### config.mk
export PLATFORM = sky130hd
export DESIGN_NAME = ring_buffer_deque
export DESIGN_NICKNAME = d
export VERILOG_FILES = /design/src/rtl/rbd_pkg.sv /design/src/rtl/rbd_ram.sv /design/src/rtl/rbd_ptr.sv /design/src/rtl/ring_buffer_deque.sv
export SDC_FILE = /design/constraint.sdc
export NUM_CORES = 1
export LEC_CHECK = 0
export BUFFER_PORTS_ARGS = -buffer_cell sky130_fd_sc_hd__buf_4
export CORE_MARGIN = 4
export CORE_UTILIZATION = 30
export CTS_BUF_LIST = sky130_fd_sc_hd__clkbuf_4
export DETAILED_ROUTE_END_ITERATION = 6
export MAX_ROUTING_LAYER = met4
export SLEW_MARGIN = 20
export SYNTH_ARGS = -nofsm -noshare
export SYNTH_HDL_FRONTEND = slang
export SYNTH_SLANG_ARGS = --single-unit
### constraint.sdc
create_clock -name clk_i -period 5.9 [get_ports clk_i]
set_input_delay 0.59 -clock clk_i [delete_from_list [all_inputs] [get_ports clk_i]]
set_output_delay 0.59 -clock clk_i [all_outputs]
set_load 0.01 [all_outputs]
### src/rtl/rbd_pkg.sv
package rbd_pkg;

  // Ring geometry and element width.
  localparam int unsigned CAPACITY  = 16;
  localparam int unsigned ELEM_BITS = 32;
  localparam int unsigned PTR_W     = $clog2(CAPACITY);
  localparam int unsigned CNT_W     = $clog2(CAPACITY + 1);
  localparam int unsigned OP_W      = 2;
  localparam int unsigned STATUS_W  = 2;

  // Stream payload widths, rounded up to whole bytes.
  localparam int unsigned IN_TDATA_W  = ((OP_W + ELEM_BITS + 7) / 8) * 8;
  localparam int unsigned OUT_TDATA_W = ((ELEM_BITS + PTR_W + STATUS_W + CNT_W + 7) / 8) * 8;

  // Requested operation.
  typedef enum logic [OP_W-1:0] {
    OP_PUSH    = 2'd0,
    OP_POP     = 2'd1,
    OP_SHIFT   = 2'd2,
    OP_UNSHIFT = 2'd3
  } rbd_op_e;

  // Result status codes.
  typedef enum logic [STATUS_W-1:0] {
    ST_DONE  = 2'd0,
    ST_EMPTY = 2'd1,
    ST_FULL  = 2'd2,
    ST_UNUSED = 2'd3
  } rbd_status_e;

  // Sequencer states.
  typedef enum logic [1:0] {
    S_IDLE,
    S_READ,
    S_OUT
  } rbd_state_e;

  // Request from the sequencer to the pointer unit.
  typedef struct packed {
    logic    valid;
    rbd_op_e op;
  } rbd_req_t;

  // Pointer unit answer for the current request.
  typedef struct packed {
    logic [PTR_W-1:0] slot;
    rbd_status_e      status;
    logic [CNT_W-1:0] count;
    logic             mem_we;
    logic             mem_re;
  } rbd_res_t;

endpackage

### src/rtl/rbd_ram.sv
module rbd_ram #(
  parameter int unsigned WIDTH = 32,
  parameter int unsigned DEPTH = 16
) (
  input  logic                     clk_i,
  input  logic                     we_i,
  input  logic                     re_i,
  input  logic [$clog2(DEPTH)-1:0] addr_i,
  input  logic [WIDTH-1:0]         wdata_i,
  output logic [WIDTH-1:0]         rdata_o
);

  logic [WIDTH-1:0] mem_q [DEPTH];
  logic [WIDTH-1:0] rdata_q;

  // Single port with a registered read.
  always_ff @(posedge clk_i) begin
    if (we_i) begin
      mem_q[addr_i] <= wdata_i;
    end
    if (re_i) begin
      rdata_q <= mem_q[addr_i];
    end
  end

  assign rdata_o = rdata_q;

endmodule

### src/rtl/rbd_ptr.sv
module rbd_ptr import rbd_pkg::*; (
  input  logic     clk_i,
  input  logic     rst_ni,
  input  rbd_req_t req_i,
  output rbd_res_t res_o
);

  logic [PTR_W-1:0] head_q, head_d, tail_q, tail_d;
  logic [PTR_W-1:0] head_next, head_prev, tail_next, tail_prev;
  logic [CNT_W-1:0] count_q, count_d;
  logic             adding, full, empty;

  // Neighbor slots with wraparound at the ring capacity.
  assign head_next = (head_q == PTR_W'(CAPACITY - 1)) ? '0 : head_q + 1'b1;
  assign head_prev = (head_q == '0) ? PTR_W'(CAPACITY - 1) : head_q - 1'b1;
  assign tail_next = (tail_q == PTR_W'(CAPACITY - 1)) ? '0 : tail_q + 1'b1;
  assign tail_prev = (tail_q == '0) ? PTR_W'(CAPACITY - 1) : tail_q - 1'b1;

  assign adding = (req_i.op == OP_PUSH) || (req_i.op == OP_UNSHIFT);
  assign full   = (count_q == CNT_W'(CAPACITY));
  assign empty  = (count_q == '0);

  // Decide the slot, status and pointer moves for the requested operation.
  always_comb begin
    head_d        = head_q;
    tail_d        = tail_q;
    count_d       = count_q;
    res_o.slot    = '0;
    res_o.status  = ST_DONE;
    res_o.mem_we  = 1'b0;
    res_o.mem_re  = 1'b0;
    if (adding && full) begin
      res_o.status = ST_FULL;
    end else if (!adding && empty) begin
      res_o.status = ST_EMPTY;
    end else begin
      unique case (req_i.op)
        OP_PUSH: begin
          res_o.slot   = tail_q;
          res_o.mem_we = 1'b1;
          tail_d       = tail_next;
          count_d      = count_q + 1'b1;
        end
        OP_POP: begin
          res_o.slot   = tail_prev;
          res_o.mem_re = 1'b1;
          tail_d       = tail_prev;
          count_d      = count_q - 1'b1;
        end
        OP_SHIFT: begin
          res_o.slot   = head_q;
          res_o.mem_re = 1'b1;
          head_d       = head_next;
          count_d      = count_q - 1'b1;
        end
        OP_UNSHIFT: begin
          res_o.slot   = head_prev;
          res_o.mem_we = 1'b1;
          head_d       = head_prev;
          count_d      = count_q + 1'b1;
        end
        default: begin
          res_o.slot = '0;
        end
      endcase
    end
    res_o.count = count_d;
  end

  // Pointers and count move only when a request is committed.
  always_ff @(posedge clk_i or negedge rst_ni) begin
    if (!rst_ni) begin
      head_q  <= '0;
      tail_q  <= '0;
      count_q <= '0;
    end else if (req_i.valid) begin
      head_q  <= head_d;
      tail_q  <= tail_d;
      count_q <= count_d;
    end
  end

endmodule

### src/rtl/ring_buffer_deque.sv
// Result: a push, unshift or refused operation shows its result beat in the cycle after
// acceptance; a successful pop or shift first passes through S_READ for the RAM read, then S_OUT.
// Flow: one item at a time; no new beat is accepted until the result beat of the last one
// has been taken with m_axis_tready.
// Reset: head, tail and count clear to zero at once; the element store is not cleared.
module ring_buffer_deque import rbd_pkg::*; (
  input  logic                   clk_i,
  input  logic                   rst_ni,
  input  logic                   s_axis_tvalid,
  output logic                   s_axis_tready,
  // op [1:0], element_in [33:2], zero padding above
  input  logic [IN_TDATA_W-1:0]  s_axis_tdata,
  output logic                   m_axis_tvalid,
  input  logic                   m_axis_tready,
  // element_out [31:0], slot_index [35:32], status [37:36], fill_count [42:38], zero above
  output logic [OUT_TDATA_W-1:0] m_axis_tdata
);

  rbd_state_e           state_q, state_d;
  rbd_req_t             req;
  rbd_res_t             res;
  logic                 in_beat;
  logic [ELEM_BITS-1:0] elem_in, rdata;
  logic [ELEM_BITS-1:0] elem_q, elem_d;
  logic [PTR_W-1:0]     slot_q;
  rbd_status_e          status_q;
  logic [CNT_W-1:0]     fill_q;

  assign elem_in   = s_axis_tdata[OP_W +: ELEM_BITS];
  assign in_beat   = s_axis_tvalid && s_axis_tready;
  assign req.valid = in_beat;
  assign req.op    = rbd_op_e'(s_axis_tdata[OP_W-1:0]);

  rbd_ptr u_ptr (
    .clk_i  (clk_i),
    .rst_ni (rst_ni),
    .req_i  (req),
    .res_o  (res)
  );

  rbd_ram #(
    .WIDTH (ELEM_BITS),
    .DEPTH (CAPACITY)
  ) u_ram (
    .clk_i   (clk_i),
    .we_i    (in_beat && res.mem_we),
    .re_i    (in_beat && res.mem_re),
    .addr_i  (res.slot),
    .wdata_i (elem_in),
    .rdata_o (rdata)
  );

  // Sequencer: take one beat, wait for the read if any, then offer the result.
  always_comb begin
    state_d       = state_q;
    elem_d        = elem_q;
    s_axis_tready = 1'b0;
    m_axis_tvalid = 1'b0;
    unique case (state_q)
      S_IDLE: begin
        s_axis_tready = 1'b1;
        if (s_axis_tvalid) begin
          elem_d  = '0;
          state_d = res.mem_re ? S_READ : S_OUT;
        end
      end
      S_READ: begin
        elem_d  = rdata;
        state_d = S_OUT;
      end
      S_OUT: begin
        m_axis_tvalid = 1'b1;
        if (m_axis_tready) begin
          state_d = S_IDLE;
        end
      end
      default: begin
        state_d = S_IDLE;
      end
    endcase
  end

  always_ff @(posedge clk_i or negedge rst_ni) begin
    if (!rst_ni) begin
      state_q <= S_IDLE;
    end else begin
      state_q <= state_d;
    end
  end

  // Result payload registers.
  always_ff @(posedge clk_i) begin
    elem_q <= elem_d;
    if (in_beat) begin
      slot_q   <= res.slot;
      status_q <= res.status;
      fill_q   <= res.count;
    end
  end

  assign m_axis_tdata = OUT_TDATA_W'({fill_q, status_q, slot_q, elem_q});

endmodule
; ---- Word-level counts from Yosys, hierarchy flattened
; Memory sizes are Yosys's and may differ from the RTL's. A register that Yosys moved wholly into a read port is not among the register bits.
; Cells that the tools add are included.
[totals]
regBits = 58
mem_bits_rw = 512
in_bits = 44
output_inout_bits = 50
word_cells = 75
memories = 1
[op_classes]
n_addsub = 6
eq_ne = 10
mux = 27
n_bitwise = 2
n_reduce_logical = 21
[mem_list]
columns = name, words, width, read_ports, rd_clocked_by_memory_dff, write_ports, line
row1 = u_ram.mem_q, 16, 32, 1, 1, 1, rbd_ram.sv:13  ; logic [WIDTH-1:0] mem_q [DEPTH];
[ops]
columns = cell, n
row1 = $pmux W32 S2, 1
row2 = $mux W32, 1
row3 = $mux W4, 6
row4 = $pmux W4 S2, 2
row5 = $pmux W4 S4, 1
row6 = $mux W2, 5
row7 = $mux W5, 2
row8 = $pmux W5 S2, 1
row9 = $add A4 B1 Y4 const B, 2
row10 = $eq A4 B4 Y1 const B, 2
row11 = $logic_not A4 Y1, 2
row12 = $reduce_and A4 Y1, 2
row13 = $sub A4 B1 Y4 const B, 2
row14 = $mux W1, 7
row15 = $eq A2 B2 Y1 const B, 3
row16 = $pmux W2 S3, 1
row17 = $reduce_bool A2 Y1, 3
row18 = $add A5 B1 Y5 const B, 1
row19 = $eq A5 B5 Y1 const B, 1
row20 = $logic_and A1 B1 Y1, 5
row21 = $logic_not A5 Y1, 1
row22 = $sub A5 B1 Y5 const B, 1
row23 = $eq A2 B1 Y1 const B, 2
row24 = $logic_not A2 Y1, 2
row25 = other kinds (6), 10

; ---- Depth between registers and ports, before layout
; Gate-level depths: netlist (run 1).
[logic_depth]
word_depth = 9
depth_mapped = 12
mapped_depth_nobuf = 9

; ---- By module
; A second synthesis (run 1) with hierarchy kept.
[unflattened]
cells_unflattened = 1087
area_unflattened_um2 = 23177.2
[modules_own_cells]
columns = module, n_inst, cells_each, area_each_um2, seq_area_each_um2
row1 = rbd_ram, 1, 840, 20183.1, 16335.7
row2 = ring_buffer_deque, 1, 98, 1720.4, 1341.3
row3 = rbd_ptr, 1, 149, 1273.7, 325.3

; ---- Worst setup path after synthesis (run 1)
; OpenSTA, ideal clock, no wires.
[synth_timing]
path_type = in2reg
start = input port s_axis_tdata[0]
end = memory u_ram.mem_q[11][0] (enable)
setup_time_ns = 0.421
arrival_ns = 3.893
required_time_ns = 5.479
path_slack_ns = 1.586
cell_stages = 11
path_buffers = 4
path_cell_list = inv_1 ha_1 clkbuf_1 xor2_1 and2_1 buf_4 a311oi_4 buf_2 buf_2 nand2_1 nor2_1
[synth_lines]
columns = element, line
row1 = from (decl), ring_buffer_deque.sv:12  ; input logic [IN_TDATA_W-1:0] s_axis_tdata,
row2 = to (decl), rbd_ram.sv:13

; ---- Worst setup path in the final report (run 1)
[layout_timing]
start = register u_ptr.head_q[0]
end = memory u_ram.mem_q[3][18] (enable)
[layout_via]
elab_chain_len = 5
elab_cells_between_ends = 6
classes_between = add/sub: 1 / mux: 4 / reduce/logical: 1
[layout_lines]
columns = element, line
row1 = from (decl), rbd_ptr.sv:8  ; logic [PTR_W-1:0] head_q, head_d, tail_q, tail_d;
row2 = from (signal assigned), rbd_ptr.sv:73  ; head_q <= '0;
row3 = from (signal assigned), rbd_ptr.sv:77  ; head_q <= head_d;
row4 = $sub A4 B1 Y4 or $logic_not A4 Y1 (tied branches), rbd_ptr.sv:15  ; assign head_prev = (head_q == '0) ? PTR_W'(CAPACITY - 1) : head_q - 1'b1;
row5 = $mux W4, rbd_ptr.sv:15
row6 = $pmux W4 S4 *, rbd_ptr.sv:37  ; unique case (req_i.op)
row7 = $mux W4 *, rbd_ptr.sv:34  ; end else if (!adding && empty) begin
row8 = $mux W4 *, rbd_ptr.sv:32  ; if (adding && full) begin
; Every way passes the cells marked *; elsewhere a longest branch is shown, timed or not.

==> results of run 1 <==
[sequential cells by signal, indices dropped and copies added (netlist names)]
register       cells
u_ram.mem_q      512
fill_q             5
u_ptr.head_q       4
status_q           2
u_ptr.tail_q       4
elem_q            32
state_q            2
u_ram.rdata_o     32
u_ptr.count_q      5
slot_q             4
[cells in the final DEF (no fill, tap or decap), types with 4 or more instances in the layout]
master         instances
and2_1                35
o2111ai_1             64
mux2_2                68
dfrtp_1               15
dlygate4sd3_1         36
inv_2                  7
nand2_1              148
clkbuf_4             218
buf_4                115
a21o_1                 4
o211ai_1              66
nand4_1               33
o21ai_0                6
mux2_1                62
xor2_1                 4
clkinv_1              39
a21oi_1                9
mux2i_1              131
ha_1                  12
conb_1                 5
nor2_1                16
edfxtp_1             587
nor2b_1                5
a31oi_1                5
inv_1                 10
diode_2                5
nor2_4                19
nand2b_1               5
[worst max-delay path by stage]
stage                                from                 end  slack, ns
after detailed placement  s_axis_tdata[0]   u_ram.mem_q[0][7]       1.37
after floorplan           s_axis_tdata[0]  u_ram.mem_q[11][0]       1.59
after global placement    s_axis_tdata[1]   u_ram.mem_q[0][4]       1.41
after global routing      u_ptr.head_q[0]   u_ram.mem_q[0][4]       1.30
final                     u_ptr.head_q[0]  u_ram.mem_q[3][18]       1.63
after CTS                 u_ptr.head_q[0]  u_ram.mem_q[3][18]       1.61
[synth_stat cells, drive strengths merged, types with 2 or more instances]
cell     count  area share
a21o         4      0.0012
o2111ai     64       0.023
nand2b       5      0.0013
nand2      149       0.023
and3         3     0.00078
o211ai      66       0.020
xnor2        2     0.00072
o32a         2     0.00083
a32oi        2     0.00072
nor3         2     0.00041
nor2b        6      0.0016
mux2i      131       0.054
clkbuf      51      0.0080
ha          12      0.0062
xor2         4      0.0014
edfxtp     587        0.73
nor3b        3     0.00093
buf         42      0.0095
inv         13      0.0020
nand4       33      0.0085
or4          2     0.00062
a31oi        5      0.0013
nor2        35      0.0054
dfrtp       15       0.016
and2        35      0.0091
a311oi       3      0.0018
o21a         2     0.00062
o21ai        9      0.0020
o211a        2     0.00083
mux2       130       0.061
a21oi        9      0.0019
[kinds of logic (layout without fill, tap and decap cells)]
kind of cell    after synthesis  in the layout
fa+ha+maj                    13             13
mux                         261            261
other cells                   1             10
flops                       602            602
simple gates                278            278
xor+xnor                      6              6
compound gates              176            176
buf+inv                     106            438
[power groups by stage]
stage	clock, uW	combinational (uW)	sequential (uW)
3_3_place_gp	0	3380	5350
4_1_cts	3620	3450	5270
6_report	3490	3410	5270
3_5_place_dp	0	3410	5360
5_1_grt	3850	3720	5300
2_1_floorplan	0	2270	5340
[area by class of cell]
type,count,area share
multi-input combinational,739,0.207
antenna,5,0.000439
inverter,13,0.00171
tap,1050,0.0461
sequential,602,0.632
clock inverter,54,0.0108
clock buffer,218,0.0575
timing repair buffer,153,0.0446
[per-layer routing]
metal  up-vias  routed length (um)  global-route usage
met2       389               27400               0.213
met4         0                 754              0.0398
met1      6718               25400               0.176
met5         -                   0                   -
li1       6213                   -                   -
met3        77                3040              0.0347
[through the flow]
step | total power [uW] | worst slack [ns] | instance area (um2) | utilization
after global placement | 8730 | 1.41 | 26100 | 0.329
after CTS | 12300 | 1.61 | 28400 | 0.358
after global routing | 12900 | 1.30 | 28500 | 0.359
after detailed placement | 8770 | 1.37 | 26100 | 0.329
final | 12200 | 1.63 | 28500 | 0.359
after floorplan | 7610 | 1.59 | 24200 | -
[tightest hold or removal path: stages]
cell	delay [ns]
buf_4	0.09
nand2_1	0.22
nor2_1	0.18
==> metrics, run 1 <==
status=complete, no violations; TritonCTS clock tree=yes; DRT antenna net count=0; clk sinks=about 600; Worst Max-Slew Pin Slew=around 1.1 ns; Final #Nets=approximately 1700; WP depth=9; combinational power share=0.280; compound-gate portion of the synthesized area=0.0582; min-delay src=s_axis_tvalid; Reg2Reg Launch Point=u_ptr.head_q[0]; RSZ-0062 raised after global routing=no; CP Class=reg -> reg; area share of xor/xnor cells in the synthesized design=0.00217; CP Buf/Inv Count=2; Worst VDD drop=363 uV; routability cong.=around 0.77; Top Family by Delay on Critical Path=simple AND/OR/NAND/NOR gates; post-synthesis mux area share=0.115; cells after synthesis=around 1400; area grow syn2layout=17.8%; Worst-Skew Late Latency=about 0.95 ns; multi-input logic area=~6000 um2; CTS Buf Count=~150; setup TNS=0 ns; Longest Clk Path Bufs=3; Simple-Gate Fraction of Synth Area=0.0536; Placed Instances=2520; Seq/Total Area, Yosys=0.745; Hold WS=approximately 0.17 ns; CTS root buf=clkbuf_4; final hold violations=0; core box area=approximately 80000 um2; initial antenna violation count=6; Ys Warns=0; #FFs+latches synth=approximately 600; fin crit share=0.723; power share of the sequential group=0.433; RR Endpoint=u_ram.mem_q[3][18]; Max-slew headroom=0.297; Crit Path Max Fanout=34; # Post-CTS Setup Buffers=0; Initial Utilization=0.305; switching part of the total=0.326; Arrival @ worst endpoint=between 4 and 5 ns; Yosys cell types=54; Final Skew=around 0.064 ns; Post-CTS Resized=0; hold path cells=3; type of destination of the critical path=flop; Pleak=about 0.0097 uW; fin. max-slew vios=0; I/O pin total=94; P_sw=around 4000 uW; dpl hpwl=between 30000 and 40000 um; CP Launch Type=flop; Largest stage delay, worst path=0.74 ns; Reg area=roughly 18000 um2; largest net degree at the start of global routing=117; Post-synth top flop=edfxtp_1; final std cells w/o fill=about 2800; Starting DRT DRC Count=approximately 870; Post-route DRC=0; max_cap viols=0; worst path cell trace=inv_1, ha_1, nand2b_1, a311oi_1, or3_1, nand2_2, nand2_1, nor2_4, buf_4; layout cells sized above 1=0.251; vias=~13000; Hold-fix buffers, CTS=36; Synth Area in Adders=0.00704; CP max stage cell=nand2_2; Clk network pwr share=0.287; Post-synth EDFFs=roughly 590; total track usage=0.136; PortBufs=between 80 and 90; Avg Inst Size Synth=16.8 um2; Tmin final=4.27 ns; Die H=between 200 and 300 um; Worst Hold End=state_q[0]; Pint=just over 8000 uW; H-Tree Depth=4; R2R cell count=9; fillers=7573; die area=roughly 85000 um2; FF-to-FF setup slack=around 1.6 ns; # rows=103; vias per inst=~4.7; fmax=234 MHz; first-pass GRT wire length=~86000 um; worst min-delay path category=in -> reg; Worst Path Required=6.47 ns; ys async rst share=0.0249; Cell Pwr Density=approximately 430 nW/um2; synthesized area=24200 um2; Routed wire per std cell=19.9 um; CTS clk-pin slew, worst paths=approximately 0.070 ns; Finish-stage setup viols=0; vias in the first global route=between 10000 and 15000; Die X=a little under 300 um; drt first pass iters=6; GR Overflow Total=0; final WL=roughly 57000 um; main combinational cell family by area after synthesis=multiplexers
Power figures use the tool's default switching activity.
==> inputs of run 2 (changes only) <==
==> constraint.sdc (replaced) <==
create_clock -name clk_i -period 3.7 [get_ports clk_i]
set_input_delay 0.37 -clock clk_i [delete_from_list [all_inputs] [get_ports clk_i]]
set_output_delay 0.37 -clock clk_i [all_outputs]
set_load 0.01 [all_outputs]
==> run 2 against run 1 <==
  * Sequential cell count is the same
  * Combinational power up 64%
  * Non-clock buffer count is 29 higher
  * Count of clock-buffer cells in the layout did not move
  * Total power grew 59%
  * Clock skew is 0.026 ns lower
  * Hold slack improved by 0.056 ns
  * Die area is the same
  * Via count is 1.5% higher
  * Largest power group unchanged
==> metrics, run 2 (synthesized netlist as in run 1, its figures left out) <==
Die H=292 um (unchanged); Placed Area=26600 um2 (+1.8%); multi-input logic area=5890 um2 (unchanged); max layer used=met4; Placed Instances=2547 (+1.1%); clk sinks=602 (unchanged); PortBufs=82 (unchanged); vias=13600 (+1.5%); met1 WL=25100 um (-0.82%); final instance area=28900 um2 (+1.4%); TritonCTS clock tree=yes; largest net degree at the start of global routing=108 (-7.7%); vias in the first global route=14200 (+1.5%); total track usage=0.139 (+0.00264); fin crit share=0.883 (+0.160); Largest stage delay, worst path=0.68 ns (-0.06 ns); CP startpoint=u_ptr.head_q[0]; DRT antenna net count=0 (unchanged); Die X=292 um (unchanged); # rows=103 (unchanged); layout cells sized above 1=0.264 (+0.0124); Biggest register=u_ram.mem_q; die area=85200 um2 (unchanged); Tmin final=3.27 ns (-1.00 ns); Finish-stage setup viols=0 (unchanged); initial antenna violation count=7 (+1); final std cells w/o fill=2852 (+0.64%); fillers=7482 (-1.2%); final hold violations=0 (unchanged); Starting DRT DRC Count=953 (+10%); first-pass GRT wire length=86300 um (+0.74%); leading cell types in the layout, fill and taps excluded=edfxtp_1, clkbuf_4, nand2_1, mux2i_1, buf_4; Reg area=18000 um2 (unchanged); Worst VDD drop=479 uV (+32%); H-Tree Depth=4 (unchanged); worst min-delay path category=in -> reg; Final #Nets=1750 (+1.9%); CP max stage cell=o41ai_4; met2 wire length=28200 um (+3.2%); Initial Utilization=0.305 (unchanged); GR Overflow Total=0 (unchanged); CP Class=reg -> reg; max reg flops=512 (unchanged); Cell Pwr Density=671 nW/um2 (+57%); drt first pass iters=5 (-1); dpl ws=0.409 ns (-0.963 ns); CTS clk-pin slew, worst paths=0.07 ns (about the same); Longest Clk Path Bufs=3 (unchanged); routability cong.=0.754 (-2.2%); Reg2Reg Launch Point=u_ptr.head_q[0]; status=complete, no violations; Routed wire per std cell=20.3 um (+1.9%); Post-route DRC=0 (unchanged); min-delay src=s_axis_tdata[27]; # Post-CTS Setup Buffers=0 (unchanged); Final Skew=0.0378 ns (-0.0262 ns); CTS Buf Count=155 (+2.0%); fin. max-slew vios=0 (unchanged); setup ws final=0.434 ns (-1.20 ns); met3 wire length=3340 um (+9.7%); I/O pin total=94 (unchanged); core box area=79400 um2 (unchanged); area grow syn2layout=19.5%; commonest non-fill, non-tap cell in the layout=edfxtp_1; Max-slew headroom=0.386 (+0.0890); RSZ-0062 raised after global routing=no; Worst Path Required=4.34 ns (-2.13 ns); Worst-Skew Late Latency=0.99 ns (+0.04 ns); FF-to-FF setup slack=0.43 ns (-1.20 ns); type of destination of the critical path=flop; worst path cell trace=inv_1, ha_1, nor2b_1, o41ai_4, and3_1, nand2b_1, nor2_4, buf_12; Hold WS=0.229 ns (+0.0564 ns); Arrival @ worst endpoint=3.90 ns (-0.94 ns); CP Launch Type=flop; vias per inst=4.77 (+0.87%); Pleak=0.00986 uW (+1.8%); Worst Max-Slew Pin Slew=0.919 ns (-0.135 ns); CTS root buf=clkbuf_4; Crit Path Max Fanout=21 (-38%); fmax=306 MHz (+31%); dpl hpwl=31100 um (about the same); max_cap viols=0 (unchanged); final WL=57900 um (+2.5%)
## run 2: cell count changes in the layout (fill, tap and decap cells not counted), moves of 3 or more
| cell | previous run | this run |
|---|---|---|
| buf_12 | 1 | 23 |
| diode_2 | 5 | 12 |
| clkinv_1 | 39 | 22 |
| dlygate4sd3_1 | 36 | 39 |
| buf_4 | 115 | 120 |
## run 2: per-layer routing
| metal | global-route usage | vias up |
|---|---|---|
| met5 | - | - |
| met4 | 0.0489 | 0 |
| met3 | 0.0384 | 90 |
| met2 | 0.222 | 402 |
| met1 | 0.169 | 6856 |
| li1 | - | 6252 |
## run 2: layout make-up
type,instances,share of cell area
clock buffer,218,0.0567
tap,1050,0.0455
antenna,12,0.00104
timing repair buffer,182,0.0607
multi-input combinational,739,0.204
sequential,602,0.623
inverter,13,0.00169
clock inverter,36,0.00723
## run 2: path summary, 6_finish.rpt
check	endpoint	cells after the start
setup / recovery	u_ram.mem_q[0][20]	8
hold / removal	u_ram.mem_q[14][25]	2
max in group asynchronous	u_ptr.count_q[2]	3
min in group asynchronous	state_q[1]	3
hold reg to reg	elem_q[5]	1
setup reg to reg	u_ram.mem_q[0][20]	8
## run 2: worst max-delay path: cells and delay by family, from the launching register on
family          cells  cell delay, ns
simple gates        4            1.04
compound gates      1            0.68
flops               1            0.47
buf+inv             2            0.40
fa+ha+maj           1            0.32
## run 2: what timing repair did
item                                    4_1_cts  5_1_grt
endpoints found under the setup margin        0        0
hold buffers                                 39        0
gates resized for setup                       0        0
hold endpoints to repair                    533        0
## run 2: power breakdown
part	internal (uW)	switching [uW]	total, uW
Clock	2830	2560	5390
Combinational	2170	3440	5600
Sequential	8150	254	8400
Total	13100	6250	19400
## run 2: through the flow
step / TNS [ns] / utilization / total power [uW]
global route: 0 / 0.364 / 20500
global placement: 0 / 0.335 / 14100
detailed placement: 0 / 0.335 / 14200
CTS: 0 / 0.363 / 19700
finish: 0 / 0.364 / 19400
floorplan: -99.53 / - / 12100
